[src/hdl/fepp_pkg.sv]
// Shared types and constants of the flash erase and program planner.
// Used by every module of the block; depends on nothing.
package fepp_pkg;

    localparam int DEF_ADDR_BITS = 24;
    localparam int START_W = 24;
    localparam int LEN_W = 25;
    localparam int OPC_W = 8;
    localparam int OPB_W = 9;
    localparam int S_TDATA_W = 56;
    localparam int M_TDATA_W = 48;

    localparam logic [LEN_W-1:0] CHIP_BYTES_RESET = 25'd2097152;

    localparam logic [OPC_W-1:0] OP_SECTOR = 8'h20;
    localparam logic [OPC_W-1:0] OP_BLK32 = 8'h52;
    localparam logic [OPC_W-1:0] OP_BLK64 = 8'hD8;
    localparam logic [OPC_W-1:0] OP_CHIP = 8'hC7;
    localparam logic [OPC_W-1:0] OP_PROG = 8'h02;

    typedef enum logic [1:0] {
        CMD_ERASE = 2'd0,
        CMD_CHIP = 2'd1,
        CMD_PROG = 2'd2,
        CMD_STEP = 2'd3
    } cmd_t;

    typedef enum logic [2:0] {
        KIND_ERASE = 3'd0,
        KIND_PROG = 3'd1,
        KIND_CHIP = 3'd2,
        KIND_STEP = 3'd3,
        KIND_DROP = 3'd4
    } kind_t;

    typedef enum logic [2:0] {
        MODE_IDLE = 3'b001,
        MODE_ERASE = 3'b010,
        MODE_PROG = 3'b100
    } mode_t;

    typedef struct packed {
        kind_t kind;
        logic step_ok;
        logic [START_W-1:0] start_address;
        logic [LEN_W-1:0] length;
    } entry_t;

endpackage

[src/hdl/fepp_front.sv]
// Front end: accepts requests, checks program ranges and classifies them.
// Holds the chip size register. Depends on fepp_pkg.
module fepp_front (
    input  logic                                aclk,
    input  logic                                aresetn,
    input  logic                                cfg_wr_en,
    input  logic [fepp_pkg::LEN_W-1:0]          cfg_wr_data,
    input  logic                                s_tvalid,
    output logic                                s_tready,
    input  logic [1:0]                          s_tuser,
    input  logic [fepp_pkg::S_TDATA_W-1:0]      s_tdata,
    output logic                                push_valid,
    input  logic                                push_ready,
    output fepp_pkg::entry_t                    push_data
);

    logic [fepp_pkg::LEN_W-1:0]   chip_bytes_reg;
    logic [fepp_pkg::START_W-1:0] start_address;
    logic [fepp_pkg::LEN_W-1:0]   length;
    logic                         step_ok;
    logic [fepp_pkg::LEN_W:0]     end_address;
    logic                         past_end;
    fepp_pkg::kind_t              kind;

    always_ff @(posedge aclk) begin
        if (!aresetn) begin
            chip_bytes_reg <= fepp_pkg::CHIP_BYTES_RESET;
        end else if (cfg_wr_en) begin
            chip_bytes_reg <= cfg_wr_data;
        end
    end

    assign start_address = s_tdata[23:0];
    assign length = s_tdata[48:24];
    assign step_ok = s_tdata[49];

    assign end_address = (fepp_pkg::LEN_W+1)'(start_address) + (fepp_pkg::LEN_W+1)'(length);
    assign past_end = end_address > (fepp_pkg::LEN_W+1)'(chip_bytes_reg);

    always_comb begin
        case (fepp_pkg::cmd_t'(s_tuser))
            fepp_pkg::CMD_ERASE: begin
                kind = (length == '0) ? fepp_pkg::KIND_DROP : fepp_pkg::KIND_ERASE;
            end
            fepp_pkg::CMD_PROG: begin
                kind = (length == '0 || past_end) ? fepp_pkg::KIND_DROP : fepp_pkg::KIND_PROG;
            end
            fepp_pkg::CMD_CHIP: begin
                kind = fepp_pkg::KIND_CHIP;
            end
            default: begin
                kind = fepp_pkg::KIND_STEP;
            end
        endcase
    end

    assign s_tready = push_ready;
    assign push_valid = s_tvalid;
    assign push_data.kind = kind;
    assign push_data.step_ok = step_ok;
    assign push_data.start_address = start_address;
    assign push_data.length = length;

endmodule

[src/hdl/fepp_queue.sv]
// Two-entry queue of classified requests between the front and back ends.
// Depends on fepp_pkg for the entry type.
module fepp_queue (
    input  logic             aclk,
    input  logic             aresetn,
    input  logic             push_valid,
    output logic             push_ready,
    input  fepp_pkg::entry_t push_data,
    output logic             pop_valid,
    input  logic             pop_ready,
    output fepp_pkg::entry_t pop_data
);

    fepp_pkg::entry_t slot_reg [2];
    logic             wr_ptr_reg;
    logic             rd_ptr_reg;
    logic [1:0]       count_reg;
    logic [1:0]       count_next;
    logic             do_push;
    logic             do_pop;

    assign push_ready = count_reg != 2'd2;
    assign pop_valid = count_reg != 2'd0;
    assign pop_data = slot_reg[rd_ptr_reg];
    assign do_push = push_valid && push_ready;
    assign do_pop = pop_valid && pop_ready;

    always_comb begin
        count_next = count_reg;
        if (do_push && !do_pop) begin
            count_next = count_reg + 2'd1;
        end else if (do_pop && !do_push) begin
            count_next = count_reg - 2'd1;
        end
    end

    always_ff @(posedge aclk) begin
        if (!aresetn) begin
            wr_ptr_reg <= 1'b0;
            rd_ptr_reg <= 1'b0;
            count_reg <= 2'd0;
        end else begin
            count_reg <= count_next;
            if (do_push) begin
                wr_ptr_reg <= !wr_ptr_reg;
            end
            if (do_pop) begin
                rd_ptr_reg <= !rd_ptr_reg;
            end
        end
    end

    always_ff @(posedge aclk) begin
        if (do_push) begin
            slot_reg[wr_ptr_reg] <= push_data;
        end
    end

endmodule

[src/hdl/fepp_back.sv]
// Back end: keeps the request state, plans each device operation and
// holds the result register. Depends on fepp_pkg.
module fepp_back #(
    parameter int ADDR_BITS = fepp_pkg::DEF_ADDR_BITS
) (
    input  logic                               aclk,
    input  logic                               aresetn,
    input  logic                               pop_valid,
    output logic                               pop_ready,
    input  fepp_pkg::entry_t                   pop_data,
    output logic                               m_tvalid,
    input  logic                               m_tready,
    output logic [fepp_pkg::M_TDATA_W-1:0]     m_tdata,
    output logic                               m_tlast
);

    localparam int LEN_W = fepp_pkg::LEN_W;

    fepp_pkg::mode_t              mode_reg, mode_next;
    logic [ADDR_BITS-1:0]         addr_reg, addr_next;
    logic [LEN_W-1:0]             left_reg, left_next;

    logic                         out_valid_reg, out_valid_next;
    logic [fepp_pkg::OPC_W-1:0]   opcode_reg, opcode_next;
    logic [23:0]                  op_addr_reg, op_addr_next;
    logic [fepp_pkg::OPB_W-1:0]   op_bytes_reg, op_bytes_next;
    logic                         last_reg, last_next;

    logic                         pop;
    logic                         is_req;
    logic                         busy;
    fepp_pkg::mode_t              cur_mode;
    logic [ADDR_BITS-1:0]         start_ext;
    logic [ADDR_BITS-1:0]         cur_addr;
    logic [LEN_W-1:0]             cur_left;
    logic                         blk64;
    logic                         blk32;
    logic [16:0]                  sec_used;
    logic [8:0]                   page_room;
    logic [8:0]                   prog_used;
    logic [16:0]                  used;
    logic [fepp_pkg::OPC_W-1:0]   plan_op;
    logic                         plan_last;
    logic [LEN_W-1:0]             left_after;
    logic [ADDR_BITS-1:0]         addr_after;

    assign pop_ready = !out_valid_reg || m_tready;
    assign pop = pop_valid && pop_ready;
    assign busy = mode_reg == fepp_pkg::MODE_ERASE || mode_reg == fepp_pkg::MODE_PROG;
    assign is_req = pop_data.kind == fepp_pkg::KIND_ERASE || pop_data.kind == fepp_pkg::KIND_PROG;

    assign start_ext = ADDR_BITS'(32'(pop_data.start_address));
    assign cur_mode = !is_req ? mode_reg
                    : (pop_data.kind == fepp_pkg::KIND_ERASE) ? fepp_pkg::MODE_ERASE
                    : fepp_pkg::MODE_PROG;
    assign cur_addr = is_req ? start_ext : addr_reg;
    assign cur_left = is_req ? pop_data.length : left_reg;

    assign blk64 = cur_addr[15:0] == 16'd0 && cur_left >= 25'd65536;
    assign blk32 = cur_addr[14:0] == 15'd0 && cur_left >= 25'd32768;
    assign sec_used = 17'(13'd4096 - {1'b0, cur_addr[11:0]});
    assign page_room = 9'd256 - {1'b0, cur_addr[7:0]};
    assign prog_used = (LEN_W'(page_room) > cur_left) ? cur_left[8:0] : page_room;

    always_comb begin
        if (cur_mode == fepp_pkg::MODE_PROG) begin
            plan_op = fepp_pkg::OP_PROG;
            used = 17'(prog_used);
        end else if (blk64) begin
            plan_op = fepp_pkg::OP_BLK64;
            used = 17'd65536;
        end else if (blk32) begin
            plan_op = fepp_pkg::OP_BLK32;
            used = 17'd32768;
        end else begin
            plan_op = fepp_pkg::OP_SECTOR;
            used = sec_used;
        end
    end

    assign plan_last = LEN_W'(used) >= cur_left;
    assign left_after = plan_last ? '0 : cur_left - LEN_W'(used);
    assign addr_after = cur_addr + ADDR_BITS'(used);

    always_comb begin
        mode_next = mode_reg;
        addr_next = addr_reg;
        left_next = left_reg;
        out_valid_next = out_valid_reg && !m_tready;
        opcode_next = opcode_reg;
        op_addr_next = op_addr_reg;
        op_bytes_next = op_bytes_reg;
        last_next = last_reg;
        if (pop) begin
            case (pop_data.kind)
                fepp_pkg::KIND_ERASE, fepp_pkg::KIND_PROG, fepp_pkg::KIND_STEP: begin
                    if (is_req || (busy && pop_data.step_ok)) begin
                        mode_next = plan_last ? fepp_pkg::MODE_IDLE : cur_mode;
                        addr_next = addr_after;
                        left_next = left_after;
                        out_valid_next = 1'b1;
                        opcode_next = plan_op;
                        op_addr_next = 24'(32'(cur_addr));
                        op_bytes_next = (cur_mode == fepp_pkg::MODE_PROG) ? prog_used : '0;
                        last_next = plan_last;
                    end else if (busy) begin
                        mode_next = fepp_pkg::MODE_IDLE;
                        left_next = '0;
                    end
                end
                fepp_pkg::KIND_CHIP: begin
                    mode_next = fepp_pkg::MODE_IDLE;
                    left_next = '0;
                    out_valid_next = 1'b1;
                    opcode_next = fepp_pkg::OP_CHIP;
                    op_addr_next = '0;
                    op_bytes_next = '0;
                    last_next = 1'b1;
                end
                default: begin
                    mode_next = fepp_pkg::MODE_IDLE;
                    addr_next = start_ext;
                    left_next = '0;
                end
            endcase
        end
    end

    always_ff @(posedge aclk) begin
        if (!aresetn) begin
            mode_reg <= fepp_pkg::MODE_IDLE;
            addr_reg <= '0;
            left_reg <= '0;
            out_valid_reg <= 1'b0;
        end else begin
            mode_reg <= mode_next;
            addr_reg <= addr_next;
            left_reg <= left_next;
            out_valid_reg <= out_valid_next;
        end
    end

    always_ff @(posedge aclk) begin
        opcode_reg <= opcode_next;
        op_addr_reg <= op_addr_next;
        op_bytes_reg <= op_bytes_next;
        last_reg <= last_next;
    end

    assign m_tvalid = out_valid_reg;
    assign m_tdata = {7'd0, op_bytes_reg, op_addr_reg, opcode_reg};
    assign m_tlast = last_reg;

endmodule

[src/hdl/flash_erase_program_planner_unit.sv]
// A transaction is registered into the request queue and then into the result register.
// Throughput: one transaction per cycle while the queue has room; the two-entry queue
// lets the front keep accepting while a result waits on m_tready. Reset is synchronous
// and active low: it empties the queue and result register, returns the planner to idle
// and sets chip_bytes to 2 MiB.
// Top level of the flash erase and program planner; depends on fepp_pkg and the fepp modules.
module flash_erase_program_planner_unit #(
    parameter int ADDR_BITS = fepp_pkg::DEF_ADDR_BITS
) (
    input  logic                            aclk,
    input  logic                            aresetn,
    input  logic                            cfg_wr_en,
    input  logic [fepp_pkg::LEN_W-1:0]      cfg_wr_data,  // chip_bytes
    input  logic                            s_tvalid,
    output logic                            s_tready,
    input  logic [1:0]                      s_tuser,      // command
    input  logic [fepp_pkg::S_TDATA_W-1:0]  s_tdata,      // start_address, length, step_ok
    output logic                            m_tvalid,
    input  logic                            m_tready,
    output logic [fepp_pkg::M_TDATA_W-1:0]  m_tdata,      // opcode, op_address, op_bytes
    output logic                            m_tlast
);

    logic             push_valid;
    logic             push_ready;
    fepp_pkg::entry_t push_data;
    logic             pop_valid;
    logic             pop_ready;
    fepp_pkg::entry_t pop_data;

    fepp_front u_front (
        .aclk        (aclk),
        .aresetn     (aresetn),
        .cfg_wr_en   (cfg_wr_en),
        .cfg_wr_data (cfg_wr_data),
        .s_tvalid    (s_tvalid),
        .s_tready    (s_tready),
        .s_tuser     (s_tuser),
        .s_tdata     (s_tdata),
        .push_valid  (push_valid),
        .push_ready  (push_ready),
        .push_data   (push_data)
    );

    fepp_queue u_queue (
        .aclk       (aclk),
        .aresetn    (aresetn),
        .push_valid (push_valid),
        .push_ready (push_ready),
        .push_data  (push_data),
        .pop_valid  (pop_valid),
        .pop_ready  (pop_ready),
        .pop_data   (pop_data)
    );

    fepp_back #(
        .ADDR_BITS (ADDR_BITS)
    ) u_back (
        .aclk      (aclk),
        .aresetn   (aresetn),
        .pop_valid (pop_valid),
        .pop_ready (pop_ready),
        .pop_data  (pop_data),
        .m_tvalid  (m_tvalid),
        .m_tready  (m_tready),
        .m_tdata   (m_tdata),
        .m_tlast   (m_tlast)
    );

endmodule

[config.mk]
export PLATFORM = sky130hd
export DESIGN_NAME = flash_erase_program_planner_unit
export DESIGN_NICKNAME = d
export VERILOG_FILES = /design/src/hdl/fepp_pkg.sv /design/src/hdl/fepp_front.sv /design/src/hdl/fepp_queue.sv /design/src/hdl/fepp_back.sv /design/src/hdl/flash_erase_program_planner_unit.sv
export SDC_FILE = /design/constraint.sdc
export NUM_CORES = 1
export LEC_CHECK = 0
export BUFFER_PORTS_ARGS = -buffer_cell sky130_fd_sc_hd__buf_2
export CORE_AREA = 10 10 166 168
export DETAILED_ROUTE_END_ITERATION = 8
export DIE_AREA = 0 0 176 178
export MAX_ROUTING_LAYER = met4
export PLACE_DENSITY = 0.76
export SLEW_MARGIN = 25
export SYNTH_ARGS = -nofsm -noshare
export SYNTH_HDL_FRONTEND = slang
export SYNTH_SLANG_ARGS = --single-unit
[constraint.sdc]
create_clock -name aclk -period 9.9 [get_ports aclk]
set_input_delay 0.99 -clock aclk [delete_from_list [all_inputs] [get_ports aclk]]
set_output_delay 0.99 -clock aclk [all_outputs]
set_load 0.1 [all_outputs]
* After elaboration in Yosys (flattened, before gate mapping)
Memories as Yosys holds them, arrays and structs flattened. A register that Yosys moved wholly into a read port is not among the register bits. Index checks and enable logic that the tools add are counted. Widths: inputs -> output; s select.
Storage, ports and cells: register bits 124, bits in writable memories 106, input port bits 88, memories 1
Memories:
- u_queue.slot_reg | depth 2, bits a word 53, read ports 1, clocked after memory_dff 1, write ports 1, line fepp_queue.sv:14 | fepp_pkg::entry_t slot_reg [2];
Operators by class: add/sub/neg operators 7, $lt $le $gt $ge 5, eq/ne operators 11, mux-type cells 42, bitwise operators 1, reductions and logical operators 31
Operators by type and width (number):
- $mux 25 | 5
- $pmux 24 s2 | 2
- $mux 24 | 3
- $mux 17 | 3
- $mux 9 | 3
- $add 24x25->26 | 1
- $gt 26x25->1 | 1
- $ge 17x25->1 | 1
- $ge 25x16->1 const B | 1
- $ge 25x17->1 const B | 1
- $gt 9x25->1 | 1
- $logic_not 25->1 | 1
- $sub 25x17->25 | 1
- $add 24x17->24 | 1
- $mux 3 | 8
- $mux 8 | 3
- $pmux 9 s2 | 1
- $logic_not 16->1 | 1
- $pmux 8 s2 | 1
- $logic_not 15->1 | 1
- $sub 13x12->14 const A | 1
- $eq 3x2->1 const B | 3
- $pmux 3 s3 | 1
- $sub 9x8->9 const A | 1
- other kinds (23) | 51

* Logic depth before layout (Yosys ltp)
Gate-level depths: netlist (run 1).
depth after elaboration 12, mapped depth 33

* By module
A second synthesis (run 1) with hierarchy kept.
Second synthesis, totals: cells, all modules 1466, area total of the unflattened synthesis 14512.7 µm²
By module, submodules not included:
- fepp_back | times used 1, cells each 858, area each 7071.8 µm², seq. area each 2292.2 µm²
- fepp_queue | times used 1, cells each 189, area each 4055.1 µm², seq. area each 3283.1 µm²
- fepp_front | times used 1, cells each 419, area each 3385.7 µm², seq. area each 500.5 µm²

* Worst setup path before layout (run 1)
OpenSTA, ideal clock, no wires.
path kind flip-flop to flip-flop, start point memory u_queue.slot_reg[1][51] in the netlist's numbering, end point register u_back.addr_reg[20], arrival 6.003 ns, required time 9.788 ns, slack 3.785 ns, cell stages (with the launch flop) 30, clock period less this slack 6.115 ns, path through edfxtp_1 -> buf_4 -> or3b_1 -> buf_2 -> nand2_1 -> buf_2 -> buf_2 -> buf_2 -> mux2i_1 -> xnor2_1 -> ha_1 -> nand3_1 -> nor3_1 -> a211oi_1 -> nand4bb_1 -> a2111oi_4 -> buf_4 -> a21oi_1 -> a21oi_1 -> ha_1 -> inv_1 -> fa_1 -> nor2b_1 -> o31a_1 -> o31ai_1 -> a211oi_1 -> o21bai_1 -> a21boi_2 -> a2111oi_0 -> a2111oi_1
RTL lines:
- from (decl) | line fepp_queue.sv:14
- to (signal assigned) | line fepp_back.sv:137 | addr_reg <= addr_next;
- to (decl) | line fepp_back.sv:20 | logic [ADDR_BITS-1:0] addr_reg, addr_next;

==> results of run 1 <==
==> final cells by class <==
type	instances	area share, %
Multi-Input combinational cell	1091	47.28
Clock buffer	37	4.511
Tap cell	324	2.568
Timing Repair Buffer	145	4.915
Inverter	70	1.681
Sequential cell	230	38.52
Antenna cell	4	0.06342
Clock inverter	8	0.4677
==> kinds of logic (layout without fill, tap and decap cells) <==
| family | Yosys count | in the layout |
|---|---|---|
| AO/OA/AOI/OAI | 362 | 362 |
| XOR/XNOR | 71 | 71 |
| adder cells (fa/ha/maj) | 93 | 93 |
| buffers and inverters | 144 | 260 |
| flip-flops | 230 | 230 |
| multiplexers | 89 | 89 |
| other | 1 | 11 |
| AND/OR/NAND/NOR | 469 | 469 |
==> per-layer routing <==
| metal | share of wire, % | vias to the layer above |
|---|---|---|
| li1 | - | 5601 |
| met4 | 3.2 | 0 |
| met3 | 8.3 | 88 |
| met1 | 43 | 5399 |
| met2 | 45 | 482 |
| met5 | 0 | - |
==> path summary, 6_finish.rpt <==
kind	from	endpoint	slack, ns	cells past startpoint
max	register	u_back.addr_reg[20]$_SDFFE_PN0P_	1.68	26
min reg2reg	u_back.addr_reg[1]$_SDFFE_PN0P_	u_back.addr_reg[1]$_SDFFE_PN0P_	0.45	2
min	u_back.addr_reg[1]$_SDFFE_PN0P_	u_back.addr_reg[1]$_SDFFE_PN0P_	0.45	2
max reg2reg	register	u_back.addr_reg[20]$_SDFFE_PN0P_	1.68	26
==> tightest hold or removal path: stages, from the launching register on <==
cell and delay [ns]:
dfxtp_1 0.30, nand2_1 0.05, a21oi_1 0.05
==> power by group through the flow <==
stage / Combinational (mW) / Sequential [mW] / Clock (mW)
final: 3.84 / 1.42 / 0.899
after detailed placement: 3.76 / 1.43 / 0
after global routing: 4.23 / 1.44 / 0.942
after CTS: 3.79 / 1.41 / 0.907
after global placement: 3.72 / 1.42 / 0
after floorplan: 2.64 / 1.73 / 0
==> cells in the final DEF (no fill, tap or decap), types with 7 or more instances in the layout <==
master / count
a21o_1: 27
buf_4: 20
nor4_1: 10
clkbuf_1: 9
or2_2: 13
nor2b_1: 15
inv_1: 68
nor3_1: 39
conb_1: 7
mux2_2: 20
and2_1: 10
nor2_1: 160
nand3_1: 30
edfxtp_1: 147
nand4_1: 18
o2111ai_1: 7
dfxtp_1: 82
a22oi_1: 14
o21ai_0: 72
xor2_1: 26
o31ai_1: 9
o21a_1: 19
a211oi_1: 22
nand2_1: 105
clkbuf_16: 26
a31oi_1: 12
o211ai_1: 13
ha_1: 90
nand2b_1: 9
or3_1: 17
mux2i_1: 67
buf_2: 125
a21oi_1: 92
xnor2_1: 44
==> stage by stage <==
step | area (sq um) | instances
2_1_floorplan | 14140 | 1465
3_3_place_gp | 14990 | 1860
6_report | 15780 | 1909
4_1_cts | 15770 | 1905
5_1_grt | 15780 | 1909
3_5_place_dp | 14990 | 1860
==> run summary, run 1 <==
The tools report the final number of hold-violating endpoints as 0. Among all flip-flop cells after synthesis, the most frequent one is edfxtp_1. The share of the yosys chip area belonging to registers is 43.04%, and the number of violations reported at the end of detailed-routing iteration 0 is 907. Counting distinct cell types in the post-synthesis netlist gives 94.

Post-CTS timing repair inserted 0 buffers for setup. Synthesis inferred 230 register bits. The tools report the clock root buffer master as clkbuf_16. In the global route stage, overall resource usage came out at 24.38%. The simple-gate share of the synthesized area works out to 16.01%. The portion of netlist area occupied by mux cells is 6.523%. nor2_1 is the most common cell in the netlist. The number of cells upsized or downsized after cts is 0, and the number of flip-flops under the largest register name is 106.

The analysis attributes to net switching a power of 2.970 mW. Max-cap violations in this run came to 0. Setup total negative slack on the finished layout was measured at 0 ns. Setup repair after global routing left no endpoint under its margin.

The slowest stage of the critical path is the dfxtp_4 cell. The final layout contains 1744 nets. For the effective utilization at floorplan, the log shows 58.56%.

The number of search-and-repair iterations in the first detailed-routing pass came out at 6. The logs give 0 for the final count of pins violating max slew and 60 for the maximum number of pins on one net before global-route repair. For this run, the slowest stage of the critical path takes 0.71 ns. The run gives 4.419% as the met3 routing resource usage after global routing.

After synthesis, the share of flip-flops with an asynchronous set or reset is 0%. The top cell type by area accounts for 31.27% of the synthesized area. The die covers 31330 sq um. The power consumption is 6.158 mW, and the via density per instance is 6.061. The clock skew was 0.01106 ns.

After layout, the worst setup slack is 1.678 ns. Yosys printed 0 warnings. The run finished with clean final reports. The worst setup path is captured at a register.

The run gives 11410 as the number of global-route vias before repair. After synthesis, the largest family of logic cells by area is compound AO/OA/AOI/OAI gates. For the detailed-route via count, the log shows 11570. The clock insertion delay at the later pin of the skew report is 0.52 ns. In this design, the critical path's most frequently occurring cell is buf_4. TritonCTS built the clock tree. The tools report the peak supply drop as 0.2112 mV. Summing all flip-flop and latch instances after layout gives 6080 sq um. Die extent in x: 176 um.

The min-delay analysis places its worst path in the category reg2reg. Setup violations remaining at the end of the flow were counted as 0. The maximum level of the CTS H-tree is 1, and the leakage power figure is 6.269 nW.

For this design the top-level I/O count stands at 139. Row generation in the floorplan step produced 57 rows. For the fmax, the log shows 121.6 MHz.

The internal power of the cells totals 3.188 mW. The number of antenna violations at the first check in global routing was 4. The number of fillers in the final layout is 2070, and the count of buffer and inverter cells on the critical path is 3. At the end of routability-driven placement, the weighted congestion stood at 0.9602. The fraction of the mapped netlist area in compound gates works out to 17.11%. For this run, global-route usage on met2 was measured as 38.33%. The final critical path time including I/O delays and setup was 8.222 ns; the post-synthesis share of cell area spent on full adders, half adders and majority gates was 8.402%.

In the post-synthesis netlist, the biggest area contributors are edfxtp_1 (31%), dfxtp_1 (12%), ha_1 (8.0%). During placement, the flow inserted port buffers numbering 125. After detailed routing, the number of remaining DRC violations is 0. The dominant delay contributor by cell family on the critical path is compound AO/OA/AOI/OAI gates.

After synthesis, the mean cell area works out to 9.676 sq um. Clock-pin slew was measured on the worst setup and hold paths at 0.06 ns. Cell accounting for the most synthesized area: edfxtp_1.

The transition time at the pin with the least slew margin was 0.9940 ns. TritonCTS created 25 clock buffers. The layout overhead on the synthesized area is 11.81%.

Headroom to the max-slew limit came out at 33.69%. Net switching is 48.23% of the power. The first global-routing pass estimated 59990 um of wire.

The die outline height came out at 178 um. For met1 alone, demand over resource in global routing was 31.53%. The logs give 0.4496 ns for the worst-case hold slack and 230 for the total number of clock tree sinks. The floorplan step defined a core boundary enclosing 24110 sq um.

Of all nets on the critical path, the largest fanout is 46. After clock tree synthesis, the flow added hold-fix buffers numbering 0. The critical path in this run is classified as reg2reg. Dividing the detail-routed wire length by the instance count gives 19.82 um. For the gate count of the mapped netlist, the log shows 1459. The post-route netlist has 15.24% of its cells at a drive strength greater than 1. The part of the power in combinational logic came out at 62.4%.

After global routing, the most crowded layer is met2. For this run, the share of the core covered by cells in the final layout is 65.48%. STA classifies the critical path startpoint as a register. The run gives 23.0% as the portion of total power attributed to sequential cells. Data on the critical path arrives at its endpoint at 8.63 ns. Xor and xnor fraction of the mapped netlist area: 4.458%.

For this design the ratio of total power to cell area is 390.2 nW/um^2. The number of buffers between clock root and the deepest sink was 3; the data required time at the worst endpoint was 10.31 ns. In the finished design, the share of the clock period the worst path needs comes to 83.05%. The number of synthesized flops with an enable pin is 147, and the post-placement setup slack is 1.890 ns. The cell area that synthesis handed to floorplanning was 14120 sq um.

The final wirelength was 37830 um. The estimated wirelength of the detail-placed design came out at 28520 um. In this run, the clock network consumes 14.6% of the power.

The tools report the global route total overflow as 0. In this run the remaining antenna-violating nets after routing total 0. Counting instances in the post-synthesis netlist gives the leading cell types as nor2_1 (162), edfxtp_1 (147), nand2_1 (105), a21oi_1 (92), ha_1 (90). Area occupied by multi-input gates: 7462 sq um.
No activity file was read; power rests on OpenSTA's default activity.
==> inputs of run 2 (changes only) <==
clock period = 7.9 ns   (was 9.9 ns; I/O delays follow)
==> run 2 against run 1 <==
Effect of this change:
- first-iteration DRC count is 9.8% higher
- design area increased by 0.94%
- combinational power increased by 27%
- critical path type unchanged
- largest cell class unchanged
==> run summary, run 2 (same netlist as run 1, synthesis figures left out) <==
The count of buffers inserted at the top-level ports was 125. For this design, the slowest cell found on the critical path is nor3_2. The number of global-route vias before repair was 11120; the final cell count without fillers was 1919. The first routing iteration left 996 violations.

The logs give 7.72 ns for the arrival time at the worst endpoint and 31330 sq um for the total die area. At the end of routability-driven placement, the weighted congestion stood at 0.9679. Summed over all nets, the switching power comes to 3.739 mW. In this run the count of I/O pins placed on the die edge is 139. The worst pin sits at a relative slew slack of 36.43%. The largest fanout on the critical path came out at 12. The first global-routing pass estimated 59020 um of wire. The floorplan has 57 rows. The tools report the number of antenna violations at the first check in global routing as 2. The routed layout has 11520 vias.

Setup repair after global routing left no endpoint under its margin. The finished cells cover 15930 sq um. In this run the power density over the cells is 492.2 nW/um^2. The final count of pins violating max slew is 0, and the data required time at the worst endpoint is 8.32 ns. The layout overhead on the synthesized area works out to 12.86%. IR analysis of the VDD net gives a maximum drop of 0.2359 mV. The fraction of final layout cells with drive strength greater than 1 works out to 15.82%.

The analysis attributes to cell leakage a power of 6.355 nW. The run finished with clean final reports. The library cells used most frequently in the layout, excluding fill and tap cells, are nor2_1 (160), edfxtp_1 (147), buf_2 (125). Of the total power, the share spent switching nets is 47.68%. The power consumption is 7.843 mW, and the die extent in x is 176 um. For this run, the top clock speed supported by timing is 137.0 MHz. The register with the most flip-flops in the layout has 106 of them. The final layout contains routed wiring with a total length of 37470 um. The routed design could run at a clock period as short as 7.298 ns. The summed negative setup slack over all endpoints is 0 ns. The die outline height was 178 um; the final number of hold-violating endpoints was 0. In this run the post-CTS setup repair buffer count came out at 0. In this run the remaining antenna-violating nets after routing total 0. The clock network is responsible for 15.6% of the overall power. The effective utilization at floorplan was 58.56%.

The total number of clock tree sinks is 230. Post-CTS repair changed the size of 0 cells. The largest stage delay on the critical path works out to 0.54 ns. Across the run, the number of max-cap violations was 0. The core region is 24110 sq um. In the routed design, unresolved DRC markers number 0. The post-cts hold buffer count is 0. The worst setup path is captured at a register. Across the routed clock network, the largest skew measured is 0.01684 ns. The setup path with the least slack is of type reg2reg. For the number of search-and-repair iterations in the first detailed-routing pass, the log shows 6. The class of the most critical hold timing path is in2reg.

Global routing used 24.06% of the available tracks across all layers. The design internal power was 4.104 mW. Entering global routing, the biggest net connects 60 pins.

The cell sitting at the root of the clock tree is a clkbuf_16. After detailed placement, the design holds a cell count of 1867. Once placement finished, the instance area stood at 15040 sq um.

The routed length per instance was 19.52 um; the transition time at the pin with the least slew margin was 0.9529 ns. The tools report the part of the power in combinational logic as 62.0%. The maximum level of the CTS H-tree is 1.

Most common library cell in the layout ignoring fill and taps: nor2_1. Registers are responsible for 22.4% of the overall power. For this run the aggregate overflow at the end of global routing stands at 0. In the routed layout, each cell is associated on average with a via count of 6.005.

Summed over all nets, the half-perimeter wirelength after detailed placement is 28430 um. The post-route fraction of the period consumed by the critical path was 92.38%. Setup violations remaining at the end of the flow were counted as 0. The worst setup path is launched from a register.

The tools report the net count reported at finish as 1753. The clock passes through at most 3 buffers. TritonCTS built the clock tree. The clock insertion delay at the later pin of the skew report was 0.54 ns; the CTS clock-pin slew for the worst setup and hold paths was 0.06 ns. The run gives 27 as the clock buffer count from CTS.
==> run 2: cell types whose count changed in the layout (fill, tap and decap cells not counted), moves of 2 or more <==
cell      delta
buf_4        +7
clkbuf_8     +3
clkbuf_1     -3
clkinv_1     +4
diode_2      -2
==> run 2: per-stage QoR <==
step / hold slack (ns) / setup slack (ns) / utilization, %
after floorplan: 0.4254 / 1.785 / -
after global placement: 0.4361 / 0.8527 / 62.38
after detailed placement: 0.4392 / 0.6009 / 62.39
after CTS: 0.4252 / 0.5595 / 66.05
after global routing: 0.4339 / 0.1054 / 66.10
final: 0.4423 / 0.6017 / 66.10
==> run 2: cell type report <==
class | count | area [sq um]
fill | 2029 | 8173
multi-input combinational | 1091 | 7468
sequential | 230 | 6080
timing repair buffer | 152 | 828.3
clock buffer | 38 | 767.0
tap | 324 | 405.4
inverter | 70 | 265.3
clock inverter | 12 | 113.9
antenna | 2 | 5.005
==> run 2: worst max-delay path, delay by kind of cell (launching register included) <==
family          cells  cell delay, ns
compound gates     13            2.63
simple gates        8            2.15
fa+ha+maj           4            1.06
buf+inv             5            0.81
flops               1            0.53
==> run 2: worst paths after layout <==
kind / start / endpoint / slack, ns / cells past startpoint
hold / removal: s_tdata[49] / u_queue.slot_reg[0][49]$_DFFE_PP_ / 0.44 / 1
hold reg to reg: u_back.addr_reg[1]$_SDFFE_PN0P_ / u_back.addr_reg[1]$_SDFFE_PN0P_ / 0.45 / 2
setup reg to reg: u_queue.slot_reg[0][51]$_DFFE_PP_ / u_back.addr_reg[20]$_SDFFE_PN0P_ / 0.60 / 30
setup / recovery: u_queue.slot_reg[0][51]$_DFFE_PP_ / u_back.addr_reg[20]$_SDFFE_PN0P_ / 0.60 / 30
==> run 2: power groups by stage <==
| stage | logic, mW | registers (mW) | clock network [mW] |
|---|---|---|---|
| after floorplan | 3.30 | 2.16 | 0 |
| after global placement | 4.70 | 1.77 | 0 |
| after global routing | 5.35 | 1.79 | 1.29 |
| after CTS | 4.80 | 1.76 | 1.24 |
| after detailed placement | 4.76 | 1.78 | 0 |
| final | 4.86 | 1.76 | 1.23 |
==> run 2: layer usage <==
layer  GRT usage (%)  vias to the layer above  part of all wire (%)
li1                -                     5611                     -
met1           31.87                     5418                    44
met2           38.01                      434                    46
met3           3.869                       61                   8.0
met4           6.040                        0                   2.1
met5               -                        -                     0
==> inputs of run 3 (changes only) <==
CORE_AREA = 10 10 168 170   (was 10 10 166 168)
DIE_AREA = 0 0 178 180   (was 0 0 176 178)
SYNTH_HIERARCHICAL = 1   (was default)
==> run 3 against run 2 <==
Effect of this change:
- worst setup slack better by 0.042 ns
- count of clock-buffer cells in the layout fell by 12
- sequential power fell by 3%
- wire length grew 1.7%
- critical endpoint is now u_back/left_reg[22]$_SDFFE_PN0P_
- largest cell class unchanged
- largest power group unchanged
- highest routed layer unchanged
==> run summary, run 3 <==
After synthesis, the cell types taking the most area are edfxtp_1 (30%), dfxtp_1 (11%), ha_1 (7.8%). In this run the power density over the cells is 483.4 nW/um^2. After synthesis the netlist holds a flip-flop and latch count of 230. The largest fanout on the critical path works out to 19.

The critical path is of the reg2reg type. In this run the vertical extent of the chip is 180 um. The number of synthesized flops with an enable pin was 147; the final wirelength was 38100 um. Measured against its own limit, the worst slew margin works out to 35.75%. Data on the critical path is required at its endpoint by 8.31 ns. The most common library cell in the layout ignoring fill and taps is edfxtp_1. The Yosys step of the flow raised 6 warnings. The final weighted congestion of routability-driven global placement came out at 0.9724. The final critical path time including I/O delays and setup works out to 7.256 ns. The count of antenna-violating nets left after detailed routing is 0, and the total number of clock tree sinks is 230.

Share of synthesized flip-flops with an asynchronous set or reset: 0%. For this run, the slowest stage of the critical path takes 0.63 ns. For the detailed-route via count, the log shows 11270. For the worst setup path, the data arrival time is 7.67 ns. The register with the most flip-flops in the layout has 106 of them.

The final count of pins violating max slew is 0. The tools report the cell area after layout as 15900 sq um. The number of global-route vias before repair came out at 10910. The share of the Yosys chip area taken by registers is 41.87%. After detailed routing, the number of vias per cell comes to 5.971.

The placed instances occupy a cell area of 15110 sq um. The effective utilization at floorplan was 58.30%; the clock buffer count from CTS was 25. The logs give 91 for the number of different library cells in the post-synthesis netlist and 0.2962 mV for the peak supply drop. The min-delay analysis places its worst path in the category reg2reg. The maximum number of pins on one net before global-route repair is 54. The tool flagged a number of max-cap violations equal to 0. Highest-delay cell along the critical path: o41ai_2.

The CTS clock-pin slew for the worst setup and hold paths came out at 0.06 ns. The flow ran to the end, and the final reports show no timing, DRC or antenna violations. The maximum level of the CTS H-tree is 1, and the cell area after synthesis is 14510 sq um. The leakage power figure came out at 6.489 nW. For the final database, setup skew stands at 0.01337 ns.

The dominant register cell in the synthesized netlist was edfxtp_1. The run gives 24890 sq um as the core area. STA classifies the critical path endpoint as a register.

The layout overhead on the synthesized area came out at 9.535%. TritonCTS built the clock tree. The die extent in x works out to 178 um. After synthesis, the most frequently instantiated cells are edfxtp_1 (147), nand2_1 (119), nor2_1 (102), a21oi_1 (99), ha_1 (90). After technology mapping, the gate count stands at 1466.

Post-CTS repair changed the size of 0 cells. The number of antenna violations at the first check in global routing was 2; the final count of negative-setup-slack endpoints was 0. The proportion of netlist area held by the largest area contributor was 30.42%; the number of search-and-repair iterations in the first detailed-routing pass was 5. The logs give 59330 um for the wire length of the first global-routing pass and 58 for the cell row count. Global routing consumed, over all layers together, 23.76% of the routing resources. The clock passes through at most 3 buffers.

Dividing the final minimum period by the clock period gives 91.85%. The count of buffers inserted at the top-level ports was 125; the number of violations reported at the end of detailed-routing iteration 0 was 861. The floorplan step defined a die boundary enclosing 32040 sq um.

Clock root buffer master: clkbuf_16. In this run the mean area of a mapped cell was 9.900 sq um. After detailed routing, the average wire length per cell comes to 20.19 um.

For this design, the CTS-stage hold fixing added 0 buffers. The largest total area in the synthesized netlist belongs to edfxtp_1. In the final layout, the share of cells above drive strength 1 is 17.56%.

Detailed placement finished with a half-perimeter wire length of 29300 um. Number of top-level design ports: 139. Setup repair after global routing left no endpoint under its margin. edfxtp_1 is the most common cell in the netlist. The tools report the element type at the critical path start as a register. Traced cell by cell, the critical path runs through buf_4 > mux2_2 > or4_1 > o31ai_1 > and4_1 > and3_1 > xnor2_1 > ha_1 > and3_1 > o2111a_1 > or4b_4 > a211oi_4 > and2_1 > nor2_1 > a21o_1 > ha_1 > and4_1 > and2_1 > a21boi_0 > o41ai_2 > a21oi_1 > nand2_1 > nor2_1 > a221o_1.

At the later pin of the worst-skew pair, clock insertion delay measures 0.52 ns. For this run, design rule violations remaining after detail routing come to 0. Leaving out fill and tap cells, the most frequent cells in the layout are edfxtp_1 (147), buf_2 (125), nand2_1 (119).

In this run the post-CTS setup repair buffer count came out at 0. Global route total overflow: 0. Final number of hold-violating endpoints: 0. For the summed negative setup slack over all endpoints, the log shows 0 ns. After the last flow step, the layout net total stands at 1718.

The fmax is 137.8 MHz, and the transition time at the pin with the least slew margin is 0.9637 ns.
[run 3: worst paths after layout]
kind,slack (ns),depth (start not counted),start,to
setup / recovery,0.64,24,register,u_back/left_reg[22]$_SDFFE_PN0P_
hold / removal,0.45,2,u_back/left_reg[12]$_SDFFE_PN0P_,u_back/left_reg[12]$_SDFFE_PN0P_
setup reg to reg,0.64,24,register,u_back/left_reg[22]$_SDFFE_PN0P_
hold reg to reg,0.45,2,u_back/left_reg[12]$_SDFFE_PN0P_,u_back/left_reg[12]$_SDFFE_PN0P_
[run 3: final cells by class]
type	instances	area [sq um]
Antenna cell	2	5.005
Clock buffer	26	629.4
Clock inverter	19	151.4
Fill cell	2040	8995
Inverter	76	285.3
Multi-Input combinational cell	1052	7507
Sequential cell	230	6077
Tap cell	330	412.9
Timing Repair Buffer	152	828.3
[run 3: power by group]
group / leakage, nW / internal [mW] / switching [mW]
combinational: 4.05 / 1.75 / 3.12
sequential: 2.06 / 1.60 / 0.108
clock: 0.379 / 0.643 / 0.461
total: 6.49 / 3.99 / 3.69
[run 3: cell families after synthesis]
logic type,Yosys count,synth area share [%]
and+or+nand+nor,430,14.76
AOI/OAI and AO/OA,353,16.65
DFF,230,41.87
buffers and inverters,190,6.802
muxes,114,8.406
adders and majority gates,93,8.173
xor gates and xnor gates,55,3.319
other,1,0.02584
[run 3: metal layers]
layer / GRT usage, % / wire [um] / vias to the layer above
li1: - / - / 5483
met1: 30.64 / 16730 / 5264
met2: 37.34 / 17490 / 437
met3: 3.688 / 2545 / 84
met4: 8.172 / 1336 / 0
met5: - / 0 / -
[run 3: critical path: cells and delay by family, from the launching register on]
kind / cells / cell delay (ns)
buffers and inverters: 1 / 0.30
AOI/OAI and AO/OA: 8 / 2.22
xor gates and xnor gates: 1 / 0.21
and+or+nand+nor: 11 / 2.93
DFF: 1 / 0.41
muxes: 1 / 0.40
adders and majority gates: 2 / 0.66
[run 3: metrics by stage]
step	instances	setup WS, ns	power, mW	utilization (%)	hold slack [ns]
finish	1887	0.6441	7.684	63.86	0.4493
global route	1887	0.2969	8.208	63.86	0.4589
CTS	1885	0.6484	7.651	63.84	0.4543
detailed placement	1840	0.6436	6.516	60.71	0.4452
global placement	1840	0.7258	6.466	60.69	0.4385
floorplan	1472	0.8858	5.442	-	0.4294
